--- src/design/kmrb_pkg.sv ---
// ---------------------------------------------------------------------------
// Keyboard matrix report builder package
// Shared widths, codes and payload types for the report builder.
// ---------------------------------------------------------------------------
package kmrb_pkg;

  // Field widths fixed by the request and report formats.
  localparam int ROW_W      = 3;
  localparam int COL_W      = 3;
  localparam int SAMPLE_W   = 8;
  localparam int CODE_W     = 8;
  localparam int LAYER_W    = 2;
  localparam int CNT_W      = 3;

  // Number of key slots carried in one report.
  localparam int REPORT_SLOTS = 6;

  // Default geometry handed to the top level parameters.
  localparam int ROWS_DEF      = 8;
  localparam int COLS_DEF      = 8;
  localparam int KEY_SLOTS_DEF = 6;

  // Keymap layers.
  localparam logic [LAYER_W-1:0] MAP_BASE = 2'd0;
  localparam logic [LAYER_W-1:0] MAP_UP   = 2'd1;
  localparam logic [LAYER_W-1:0] MAP_DOWN = 2'd2;
  localparam int                 LAYERS   = 3;

  // Request commands.
  localparam logic CMD_SCAN  = 1'b0;
  localparam logic CMD_WRITE = 1'b1;

  // Configuration register indexes.
  localparam logic REG_UP_KEY   = 1'b0;
  localparam logic REG_DOWN_KEY = 1'b1;

  // First modifier code; the eight modifiers share its upper five bits.
  localparam logic [CODE_W-1:0] MOD_FIRST = 8'hE0;

  // Reset values of the layer code registers.
  localparam logic [CODE_W-1:0] UP_KEY_CODE_RST   = 8'd240;
  localparam logic [CODE_W-1:0] DOWN_KEY_CODE_RST = 8'd241;

  // One request: a row scan or a keymap write.
  typedef struct packed {
    logic                  command;
    logic [ROW_W-1:0]      row_index;
    logic [SAMPLE_W-1:0]   early_sample;
    logic [SAMPLE_W-1:0]   late_sample;
    logic                  final_row;
    logic [LAYER_W-1:0]    map_layer;
    logic [COL_W-1:0]      map_column;
    logic [CODE_W-1:0]     map_code;
  } req_t;

  // One keyboard report.
  typedef struct packed {
    logic [CODE_W-1:0] modifier_mask;
    logic [CODE_W-1:0] key_slot_0;
    logic [CODE_W-1:0] key_slot_1;
    logic [CODE_W-1:0] key_slot_2;
    logic [CODE_W-1:0] key_slot_3;
    logic [CODE_W-1:0] key_slot_4;
    logic [CODE_W-1:0] key_slot_5;
    logic [CNT_W-1:0]  key_total;
  } report_t;

  // Keymap read address driven by the column sequencer.
  typedef struct packed {
    logic [ROW_W-1:0] row;
    logic [COL_W-1:0] col;
  } map_rd_t;

  // Sequencer controls for the report accumulator.
  typedef struct packed {
    logic key_valid;  // keymap read data belongs to a pressed key
    logic emit;       // publish the report and start a new scan
  } acc_ctrl_t;

endpackage

--- src/design/kmrb_keymap.sv ---
// ---------------------------------------------------------------------------
// Keymap memory
// Three layers of ROWS x COLS key codes, one write port and two registered
// read ports (base layer and the selected alternate layer).
// ---------------------------------------------------------------------------
module kmrb_keymap
  import kmrb_pkg::*;
#(
  parameter int ROWS = ROWS_DEF,
  parameter int COLS = COLS_DEF
) (
  input  logic                clk,
  input  logic                wr_en,
  input  logic [LAYER_W-1:0]  wr_layer,
  input  logic [ROW_W-1:0]    wr_row,
  input  logic [COL_W-1:0]    wr_col,
  input  logic [CODE_W-1:0]   wr_data,
  input  map_rd_t             rd,
  input  logic [LAYER_W-1:0]  alt_layer,
  output logic [CODE_W-1:0]   base_code,
  output logic [CODE_W-1:0]   alt_code
);

  localparam int MAP_DEPTH = LAYERS * ROWS * COLS;
  localparam int ADDR_W    = (MAP_DEPTH > 1) ? $clog2(MAP_DEPTH) : 1;

  logic [CODE_W-1:0] mem [MAP_DEPTH];

  logic [ADDR_W-1:0] wr_addr;
  logic [ADDR_W-1:0] base_addr;
  logic [ADDR_W-1:0] alt_addr;
  logic              wr_ok;

  // Flat addresses: (layer * ROWS + row) * COLS + col.
  assign wr_addr   = ADDR_W'((int'(wr_layer) * ROWS + int'(wr_row)) * COLS + int'(wr_col));
  assign base_addr = ADDR_W'((int'(MAP_BASE) * ROWS + int'(rd.row)) * COLS + int'(rd.col));
  assign alt_addr  = ADDR_W'((int'(alt_layer) * ROWS + int'(rd.row)) * COLS + int'(rd.col));

  // Writes outside the populated layers, rows or columns are dropped.
  assign wr_ok = (int'(wr_layer) < LAYERS) && (int'(wr_row) < ROWS) &&
                 (int'(wr_col) < COLS);

  always_ff @(posedge clk) begin
    if (wr_en && wr_ok) begin
      mem[wr_addr] <= wr_data;
    end
  end

  // Both read ports are registered.
  always_ff @(posedge clk) begin
    base_code <= mem[base_addr];
    alt_code  <= mem[alt_addr];
  end

endmodule

--- src/design/kmrb_col_seq.sv ---
// ---------------------------------------------------------------------------
// Column sequencer
// Shifts the pressed-key bits of one row out one column per cycle, drives the
// keymap read address and tells the accumulator when to take a key or emit.
// ---------------------------------------------------------------------------
module kmrb_col_seq
  import kmrb_pkg::*;
#(
  parameter int ROWS = ROWS_DEF,
  parameter int COLS = COLS_DEF
) (
  input  logic                clk,
  input  logic                rst,
  input  logic                scan_go,
  input  logic [ROW_W-1:0]    row_index,
  input  logic [SAMPLE_W-1:0] early_sample,
  input  logic [SAMPLE_W-1:0] late_sample,
  input  logic                final_row,
  output logic                busy,
  output map_rd_t             rd,
  output acc_ctrl_t           ctrl
);

  localparam int SCAN_COLS = (COLS < SAMPLE_W) ? COLS : SAMPLE_W;

  localparam logic [1:0] S_IDLE   = 2'd0;
  localparam logic [1:0] S_SCAN   = 2'd1;
  localparam logic [1:0] S_DRAIN  = 2'd2;
  localparam logic [1:0] S_FINISH = 2'd3;

  logic [1:0]          state;
  logic [1:0]          state_next;
  logic [ROW_W-1:0]    row_q;
  logic                final_q;
  logic [SAMPLE_W-1:0] pressed_sh;
  logic [COL_W-1:0]    col_cnt;
  logic                key_valid;
  logic                last_col;
  logic                row_ok;

  assign row_ok   = int'(row_index) < ROWS;
  assign last_col = (col_cnt == COL_W'(SCAN_COLS - 1));

  // Next-state logic.
  always_comb begin
    state_next = state;
    unique case (state)
      S_IDLE:   if (scan_go) state_next = S_SCAN;
      S_SCAN:   if (last_col) state_next = S_DRAIN;
      S_DRAIN:  state_next = final_q ? S_FINISH : S_IDLE;
      S_FINISH: state_next = S_IDLE;
      default:  state_next = S_IDLE;
    endcase
  end

  always_ff @(posedge clk) begin
    if (rst) begin
      state <= S_IDLE;
    end else begin
      state <= state_next;
    end
  end

  // Row capture and the column shift register.
  always_ff @(posedge clk) begin
    if (state == S_IDLE && scan_go) begin
      row_q      <= row_index;
      final_q    <= final_row;
      pressed_sh <= row_ok ? (early_sample & late_sample) : '0;
      col_cnt    <= '0;
    end else if (state == S_SCAN) begin
      pressed_sh <= pressed_sh >> 1;
      col_cnt    <= col_cnt + COL_W'(1);
    end
  end

  // A key is pending in the cycle its keymap read data comes back.
  always_ff @(posedge clk) begin
    if (rst) begin
      key_valid <= 1'b0;
    end else begin
      key_valid <= (state == S_SCAN) && pressed_sh[0];
    end
  end

  assign busy           = (state != S_IDLE);
  assign rd.row         = row_q;
  assign rd.col         = col_cnt;
  assign ctrl.key_valid = key_valid;
  assign ctrl.emit      = (state == S_FINISH);

endmodule

--- src/design/kmrb_report_acc.sv ---
// ---------------------------------------------------------------------------
// Report accumulator
// Classifies each pressed key, gathers modifiers, layer keys and key slots
// over a scan, and registers the finished report.
// ---------------------------------------------------------------------------
module kmrb_report_acc
  import kmrb_pkg::*;
#(
  parameter int KEY_SLOTS = KEY_SLOTS_DEF
) (
  input  logic               clk,
  input  logic               rst,
  input  acc_ctrl_t          ctrl,
  input  logic [CODE_W-1:0]  base_code,
  input  logic [CODE_W-1:0]  alt_code,
  input  logic [CODE_W-1:0]  up_key_code,
  input  logic [CODE_W-1:0]  down_key_code,
  output logic [LAYER_W-1:0] alt_layer,
  output report_t            report,
  output logic               done
);

  logic [CODE_W-1:0] slot_store [REPORT_SLOTS];
  logic [CNT_W-1:0]  slot_count;
  logic [CODE_W-1:0] modifier_accum;
  logic              up_seen;
  logic              down_seen;
  logic              up_active;
  logic              down_active;
  logic              is_mod;
  logic              has_room;
  logic [CODE_W-1:0] key_code;

  assign is_mod    = (base_code[CODE_W-1:3] == MOD_FIRST[CODE_W-1:3]);
  assign has_room  = (slot_count < CNT_W'(KEY_SLOTS));
  assign key_code  = (up_active || down_active) ? alt_code : base_code;
  assign alt_layer = up_active ? MAP_UP : MAP_DOWN;

  // Scan accumulators: modifiers, layer keys and ordinary key slots.
  always_ff @(posedge clk) begin
    if (rst || ctrl.emit) begin
      for (int k = 0; k < REPORT_SLOTS; k++) begin
        slot_store[k] <= '0;
      end
      slot_count     <= '0;
      modifier_accum <= '0;
      up_seen        <= 1'b0;
      down_seen      <= 1'b0;
    end else if (ctrl.key_valid) begin
      if (is_mod) begin
        modifier_accum[base_code[2:0]] <= 1'b1;
      end else if (base_code == up_key_code) begin
        up_seen <= 1'b1;
      end else if (base_code == down_key_code) begin
        down_seen <= 1'b1;
      end else if (has_room) begin
        for (int k = 0; k < REPORT_SLOTS; k++) begin
          if (slot_count == CNT_W'(k)) begin
            slot_store[k] <= key_code;
          end
        end
        slot_count <= slot_count + CNT_W'(1);
      end
    end
  end

  // Layer choice for the next scan comes from the layer keys of this one.
  always_ff @(posedge clk) begin
    if (rst) begin
      up_active   <= 1'b0;
      down_active <= 1'b0;
    end else if (ctrl.emit) begin
      up_active   <= up_seen;
      down_active <= down_seen;
    end
  end

  // Report register and its one-cycle strobe.
  always_ff @(posedge clk) begin
    if (ctrl.emit) begin
      report.modifier_mask <= modifier_accum;
      report.key_slot_0    <= slot_store[0];
      report.key_slot_1    <= slot_store[1];
      report.key_slot_2    <= slot_store[2];
      report.key_slot_3    <= slot_store[3];
      report.key_slot_4    <= slot_store[4];
      report.key_slot_5    <= slot_store[5];
      report.key_total     <= slot_count;
    end
  end

  always_ff @(posedge clk) begin
    if (rst) begin
      done <= 1'b0;
    end else begin
      done <= ctrl.emit;
    end
  end

endmodule

--- src/design/key_matrix_report_builder_top.sv ---
// ---------------------------------------------------------------------------
// Keyboard matrix report builder
// Builds a six-key keyboard report from debounced row scans and a
// three-layer keymap that is loaded through the request channel.
// ---------------------------------------------------------------------------
//
//  Channel  | Signals                        | Handshake
//  ---------+--------------------------------+-------------------------------
//  request  | req                            | taken when start && !busy
//  report   | report                         | valid for one cycle with done
//  config   | cfg_we, cfg_index, cfg_data    | written when cfg_we is high
//
// A keymap write leaves busy low. A row scan walks min(COLS, 8) columns,
// one per cycle, through the keymap read ports; busy stays high through
// the column walk and the drain state, and on the final row also through
// the finish state from which done is registered, so busy is already low
// in the done cycle. The receiver cannot stall.
// Reset returns both layer codes to their defaults, clears sequencer and
// accumulator state; the keymap itself holds its contents until written.
//
module key_matrix_report_builder_top
  import kmrb_pkg::*;
#(
  parameter int ROWS      = ROWS_DEF,
  parameter int COLS      = COLS_DEF,
  parameter int KEY_SLOTS = KEY_SLOTS_DEF
) (
  input  logic              clk,
  input  logic              rst,
  input  logic              start,
  output logic              busy,
  input  req_t              req,
  output logic              done,
  output report_t           report,
  input  logic              cfg_we,
  input  logic              cfg_index,
  input  logic [CODE_W-1:0] cfg_data
);

  localparam int SCAN_COLS = (COLS < SAMPLE_W) ? COLS : SAMPLE_W;

  logic               accept;
  logic               scan_go;
  logic               map_wr;
  logic [CODE_W-1:0]  up_key_code;
  logic [CODE_W-1:0]  down_key_code;
  map_rd_t            rd;
  acc_ctrl_t          ctrl;
  logic [LAYER_W-1:0] alt_layer;
  logic [CODE_W-1:0]  base_code;
  logic [CODE_W-1:0]  alt_code;

  assign accept  = start && !busy;
  assign scan_go = accept && (req.command == CMD_SCAN);
  assign map_wr  = accept && (req.command == CMD_WRITE);

  // Configuration registers.
  always_ff @(posedge clk) begin
    if (rst) begin
      up_key_code   <= UP_KEY_CODE_RST;
      down_key_code <= DOWN_KEY_CODE_RST;
    end else if (cfg_we) begin
      unique case (cfg_index)
        REG_UP_KEY:   up_key_code   <= cfg_data;
        REG_DOWN_KEY: down_key_code <= cfg_data;
        default:      up_key_code   <= up_key_code;
      endcase
    end
  end

  kmrb_keymap #(
    .ROWS(ROWS),
    .COLS(COLS)
  ) u_keymap (
    .clk      (clk),
    .wr_en    (map_wr),
    .wr_layer (req.map_layer),
    .wr_row   (req.row_index),
    .wr_col   (req.map_column),
    .wr_data  (req.map_code),
    .rd       (rd),
    .alt_layer(alt_layer),
    .base_code(base_code),
    .alt_code (alt_code)
  );

  kmrb_col_seq #(
    .ROWS(ROWS),
    .COLS(COLS)
  ) u_col_seq (
    .clk         (clk),
    .rst         (rst),
    .scan_go     (scan_go),
    .row_index   (req.row_index),
    .early_sample(req.early_sample),
    .late_sample (req.late_sample),
    .final_row   (req.final_row),
    .busy        (busy),
    .rd          (rd),
    .ctrl        (ctrl)
  );

  kmrb_report_acc #(
    .KEY_SLOTS(KEY_SLOTS)
  ) u_report_acc (
    .clk          (clk),
    .rst          (rst),
    .ctrl         (ctrl),
    .base_code    (base_code),
    .alt_code     (alt_code),
    .up_key_code  (up_key_code),
    .down_key_code(down_key_code),
    .alt_layer    (alt_layer),
    .report       (report),
    .done         (done)
  );

  // A report is only published once the sequencer has gone idle.
  assert property (@(posedge clk) disable iff (rst) done |-> !busy)
    else $error("report strobe while the sequencer is busy");

  // A keymap write never occupies the sequencer.
  assert property (@(posedge clk) disable iff (rst) map_wr |=> !busy)
    else $error("keymap write left the block busy");

  // A final row publishes its report after the fixed column walk.
  assert property (@(posedge clk) disable iff (rst)
      (scan_go && req.final_row) |-> ##(SCAN_COLS + 3) done)
    else $error("final row did not produce a report");

  // A row that is not final publishes nothing.
  assert property (@(posedge clk) disable iff (rst)
      (scan_go && !req.final_row) |-> ##(SCAN_COLS + 3) !done)
    else $error("report produced for a row that is not final");

endmodule

--- config.mk ---
export PLATFORM = sky130hd
export DESIGN_NAME = key_matrix_report_builder_top
export DESIGN_NICKNAME = d
export VERILOG_FILES = /design/src/design/kmrb_pkg.sv /design/src/design/kmrb_keymap.sv /design/src/design/kmrb_col_seq.sv /design/src/design/kmrb_report_acc.sv /design/src/design/key_matrix_report_builder_top.sv
export SDC_FILE = /design/constraint.sdc
export NUM_CORES = 2
export LEC_CHECK = 0
export ABC_CLOCK_PERIOD_IN_PS = 4250
export BUFFER_PORTS_ARGS = -buffer_cell sky130_fd_sc_hd__buf_4
export CORE_MARGIN = 2
export CORE_UTILIZATION = 50
export DETAILED_ROUTE_END_ITERATION = 6
export GPL_TIMING_DRIVEN = 1
export PLACE_DENSITY = 0.77
export SETUP_SLACK_MARGIN = 0.1
export SYNTH_ARGS = -nofsm -noshare
export SYNTH_HDL_FRONTEND = slang
export SYNTH_HIERARCHICAL = 1
export SYNTH_SLANG_ARGS = --single-unit
export TNS_END_PERCENT = 30
--- constraint.sdc ---
create_clock -name clk -period 4.25 [get_ports clk]
set_input_delay 0.425 -clock clk [delete_from_list [all_inputs] [get_ports clk]]
set_output_delay 0.425 -clock clk [all_outputs]
set_load 0.02 [all_outputs]
=== Word-level counts from Yosys, hierarchy flattened ===
Memory sizes are Yosys's and may differ from the RTL's. A register that Yosys moved wholly into a read port is not among the register bits.
Cells that the tools add are included.
W data, S select, Z words.

* Logic and storage cells: 146
* Memories: 2
* Input port bits: 47
* Output and inout port bits: 61
* Memory bits (writable): 1584
* Register bits after elaboration: 61

* Bitwise operators: 13
* Eq/ne operators: 14
* $lt $le $gt $ge: 4
* Reductions and logical operators: 21
* Multiplexer cells: 68
* Add/subtract/negate cells: 7

{| class="wikitable"
|+ Memories
! name !! depth !! width !! rd ports !! clocked after memory_dff !! write ports !! line !! RTL
|-
| u_keymap.mem || 192 || 8 || 2 || 2 || 1 || kmrb_keymap.sv:27 || <nowiki>logic [CODE_W-1:0] mem [MAP_DEPTH];</nowiki>
|-
| u_report_acc.slot_store || 6 || 8 || 6 || 6 || 6 || kmrb_report_acc.sv:23 || <nowiki>logic [CODE_W-1:0] slot_store [REPORT_SLOTS];</nowiki>
|}

{| class="wikitable"
|+ Operators with widths
! operator !! count
|-
| $mux W8 || 9
|-
| $mux W1 || 53
|-
| $add A8 B4 Y8 || 2
|-
| $eq A8 B8 Y1 || 2
|-
| $add A5 B3 Y5 || 2
|-
| $eq A3 B3 Y1 const B || 3
|-
| $and A8 B8 Y8 || 1
|-
| $mux W2 || 4
|-
| $or A8 B8 Y8 || 1
|-
| $pmux W2 S4 || 1
|-
| $reduce_and A2 Y1 || 4
|-
| $add A6 B3 Y7 || 1
|-
| $logic_and A1 B1 Y1 || 7
|-
| $add A3 B1 Y3 const B || 2
|-
| $eq A3 B2 Y1 const B || 2
|-
| $or A1 B1 Y1 || 6
|-
| $eq A5 B5 Y1 const B || 1
|-
| $not A1 Y1 || 5
|-
| $reduce_and A5 Y1 || 1
|-
| $eq A2 B2 Y1 const B || 2
|-
| $lt A3 B4 Y1 const B || 1
|-
| $ne A2 B1 Y1 const B || 2
|-
| $reduce_and A4 Y1 || 1
|-
| $reduce_bool A2 Y1 || 2
|-
| 11 further kinds || 12
|}

=== Longest topological paths before layout ===
* Word-level depth: 10
* Depth in mapped cells: 12
* Depth with buffers taken out: 7

=== Cells and area by module ===
The synthesis kept the hierarchy.

{| class="wikitable"
|+ Modules (own cells, without submodules)
! module !! cells an instance !! times used !! sequential area each (um^2) !! area each (um^2)
|-
| kmrb_keymap || 2884 || 1 || 46444.5 || 60071.4
|-
| kmrb_report_acc || 292 || 1 || 3533.4 || 4493.1
|-
| kmrb_col_seq || 63 || 1 || 480.5 || 800.8
|-
| key_matrix_report_builder_top || 65 || 1 || 320.3 || 658.1
|}

=== Least setup slack after synthesis ===
Ideal clock, no wire load.

* Path type: reg-to-reg
* From: register u_col_seq.state[1]
* To: memory u_report_acc.slot_store[0][0] (enable)
* Library setup time: 0.384 ns
* Cell stages (with the launch flop): 5
* Data required time: 3.866 ns
* Buffers on the path: 1
* Data arrival time: 2.807 ns
* Period minus slack after synthesis: 3.191 ns
* Slack: 1.059 ns
* Cell sequence: dfxtp_1 buf_4 and2_1 nor2_1 o21ai_0

{| class="wikitable"
|+ RTL lines
! what !! line !! RTL
|-
| start: declaration || kmrb_col_seq.sv:31 || <nowiki>logic [1:0] state;</nowiki>
|-
| start signal: assignment || kmrb_col_seq.sv:60 || <nowiki>state <= state_next;</nowiki>
|-
| end: declaration || kmrb_report_acc.sv:23 ||
|}

=== Final worst setup path ===
* From: register u_col_seq.col_cnt[0]
* To: register u_keymap.alt_code[7], read port of u_keymap.mem

* Cells in the longest elaborated chain, start to end: 1

{| class="wikitable"
|+ Ends and longest elaborated chain
! what !! line !! RTL
|-
| start: declaration || kmrb_col_seq.sv:36 || <nowiki>logic [COL_W-1:0] col_cnt;</nowiki>
|-
| start signal: assignment || kmrb_col_seq.sv:73 || <nowiki>col_cnt <= col_cnt + COL_W'(1);</nowiki>
|-
| $add A8 B4 Y8 || kmrb_keymap.sv:37 || <nowiki>assign alt_addr = ADDR_W'((int'(alt_layer) * ROWS + int'(rd.row)) * COLS + int'(rd.col));</nowiki>
|-
| end: declaration || kmrb_keymap.sv:21 || <nowiki>output logic [CODE_W-1:0] alt_code</nowiki>
|}

No other way between the ends.
A chain may end at the register's enable or synchronous reset.

==> run summary <==
status - completed
Starting Density - 50.3%
Post-synth EDFFs - 1655
Skew-Pair Late Insertion Delay - 0.79 ns
clk root buf - clkbuf_16
mux contribution to synthesized area - 13.9%
synthesized area - 0.0660 mm^2
first-pass GRT wire length - 235000 um
final WL - 162000 um
DP Area - 0.0691 mm^2
synthesis-to-finish area growth - 13.3%
# Post-CTS Setup Buffers - 0
Final Hold Vio Count - 0
adder-cell share of the synthesized area - 0.133%
Rows - 133
CP bufs+invs - 1
CP Data Arrival Time - 4.22 ns
H-Tree Depth - 4
Yosys top cell area share - 75.3%
Worst Tran Pin Value - 1.28 ns
Final nets - 3609
CP top delay family - simple AND/OR/NAND/NOR gates
number of buffer cells added on primary ports - 107
layout cells sized above 1 - 22.7%
top cells by area, synth - edfxtp_1 75%, mux4_2 11%, mux2i_1 2.2%, nor2_1 1.7%, dfxtp_1 1.6%
Post-Syn Instances - 3304
WS Path Type - flip-flop to flip-flop
deepest clock path buffer count - 3
number of global-route vias before repair - 34002
YS warnings - 6
Post-Place Cells - 5112
kind of start point of the critical path - flip-flop
WHS - 0.0544 ns
Post-Synth Simple-Gate Area - 3.97%
top_reg_cell synth - edfxtp_1
CP endpoint kind - flip-flop
Static Leak - 23.3 nW
CP peak stage delay - 0.90 ns
largest net degree at the start of global routing - 119
Slew HR - 14.3%
# hold bufs at CTS - 30
CTS clock-pin slew for the worst setup and hold paths - 0.06 ns
antenna-violating nets left - 0
ys async rst share - 0%
main combinational cell family by area after synthesis - multiplexers
post-route insts no fill - 5446
clock skew - 0.0295 ns
Clock Sinks - 1709
Via density - 6.36
fin area - 0.0748 mm^2
DIE HEIGHT - 367 um
core area - 0.131 mm^2
fmax - 278 MHz
Peak VDD IR - 0.000351 V
antenna violations before repair - 2
CTS buffer count - 166
PwrDens - 506 mW/mm^2
RSZ-0062 raised after global routing - no
first-pass iteration count of the detailed router - 6
CTS tree - done
Final HPWL DP - 99700 um
initial DRC count - 5433
Avg Synthesized Cell Area - 20.0 um^2
cell taking the most area after synthesis - edfxtp_1
CP max stage cell - nor4_1
grt ovf - 0
Die ar. - 0.135 mm^2
distinct cell type count after synthesis - 65
Placement Setup Slack - 0.815 ns
Max-cap violations - 0
crit-path cells - buf_4 > mux4_2 > a22oi_1 > a21oi_1 > nor4_1 > a211oi_1
CTS resizes - 0
commonest non-fill, non-tap cell in the layout - edfxtp_1
gpl congestion - 0.889
sum of negative setup slack - 0 ns
compound-gate portion of the synthesized area - 3.14%
Period Utilization, post-route - 84.7%
Tmin final - 3.60 ns
Total GRT Usage - 24.0%
WL/cell - 29.8 um
CP max FO - 23
drt drc - 0
Util after Layout - 57.0%
XOR/XNOR Fraction of Synth Area - 0.224%
Vias - 34653
max-slew violations - 0
io pins - 108
setup violators final - 0
Pwr Total - 37.9 mW
#FFs+latches synth - 1709
register area share after synthesis - 76.9%
CP Data Required Time - 4.87 ns
Final WS setup - 0.651 ns
most frequent cells in the layout - 1655 x edfxtp_1, 336 x mux4_2, 302 x nor2_1
syn_nets - 3358
Die Span X - 367 um
HP Class - input pin to flip-flop
[cell usage after synthesis, types with 29 or more instances]
master / number
nand3_1: 60
mux4_2: 336
nand2_1: 92
edfxtp_1: 1655
clkbuf_1: 60
nand4_1: 29
nor2_1: 303
a21oi_1: 45
buf_2: 46
a22oi_1: 91
dfxtp_1: 54
mux2i_1: 148
buf_4: 40
[path summary, 6_finish.rpt]
kind | start | end | slack (ns) | cells past startpoint
worst max-delay path | u_col_seq/col_cnt[0]$_SDFFE_PN0N_ | u_keymap/alt_code[7]$_DFF_P_ | 0.65 | 6
worst min-delay path | req[19] | u_col_seq/pressed_sh[5]$_DFFE_PP_ | 0.05 | 3
worst max register to register | u_col_seq/col_cnt[0]$_SDFFE_PN0N_ | u_keymap/alt_code[7]$_DFF_P_ | 0.65 | 6
worst min register to register | u_report_acc/slot_store[0][6]$_SDFFCE_PN0P_ | u_report_acc/report[49]$_DFFE_PP_ | 0.41 | 0
[routing by layer]
metal	share of wire, %	global-route usage, %	vias up
met5	0.026	0	-
met4	3.9	8.92	6
met3	12	5.49	403
met2	48	38.0	2368
met1	37	32.7	17844
li1	-	-	14032
[cells by family (layout without fill, tap and decap cells)]
| group | Yosys count | after routing |
|---|---|---|
| flops | 1709 | 1709 |
| simple gates | 584 | 584 |
| mux | 493 | 493 |
| compound gates | 295 | 295 |
| buf+inv | 200 | 586 |
| xor+xnor | 16 | 16 |
| fa+ha+maj | 7 | 7 |
| other cells | 0 | 1 |
[worst register-to-register path, stage by stage, from the launching register on]
cell	delay [ns]
dfxtp_4	0.70
buf_4	0.49
mux4_2	0.58
a22oi_1	0.42
a21oi_1	0.24
nor4_1	0.90
a211oi_1	0.11
[cell type report]
cell class                 instances  area (um^2)
clock buffer                     212         4440
clock inverter                    91          957
antenna                            1         2.50
sequential                      1709        50800
multi-input combinational       1395        14100
timing repair buffer             264         2260
tap                             1755         2200
fill                            9211        56500
inverter                          19         71.3
[sequential cells by signal, indices dropped and copies added (netlist names), 2 cells and up]
| name | cells |
|---|---|
| down_key_code | 8 |
| u_col_seq/col_cnt | 3 |
| u_col_seq/pressed_sh | 8 |
| u_col_seq/row_q | 3 |
| u_col_seq/state | 2 |
| u_keymap/alt_code | 8 |
| u_keymap/base_code | 8 |
| u_keymap/mem | 1536 |
| u_report_acc/modifier_accum | 8 |
| u_report_acc/report | 59 |
| u_report_acc/slot_count | 3 |
| u_report_acc/slot_store | 48 |
| up_key_code | 8 |
[power breakdown]
part	switching, mW	internal (mW)
Combinational	2.56	1.97
Sequential	0.234	18.6
Clock	6.20	8.35
Power figures use the tool's default switching activity.
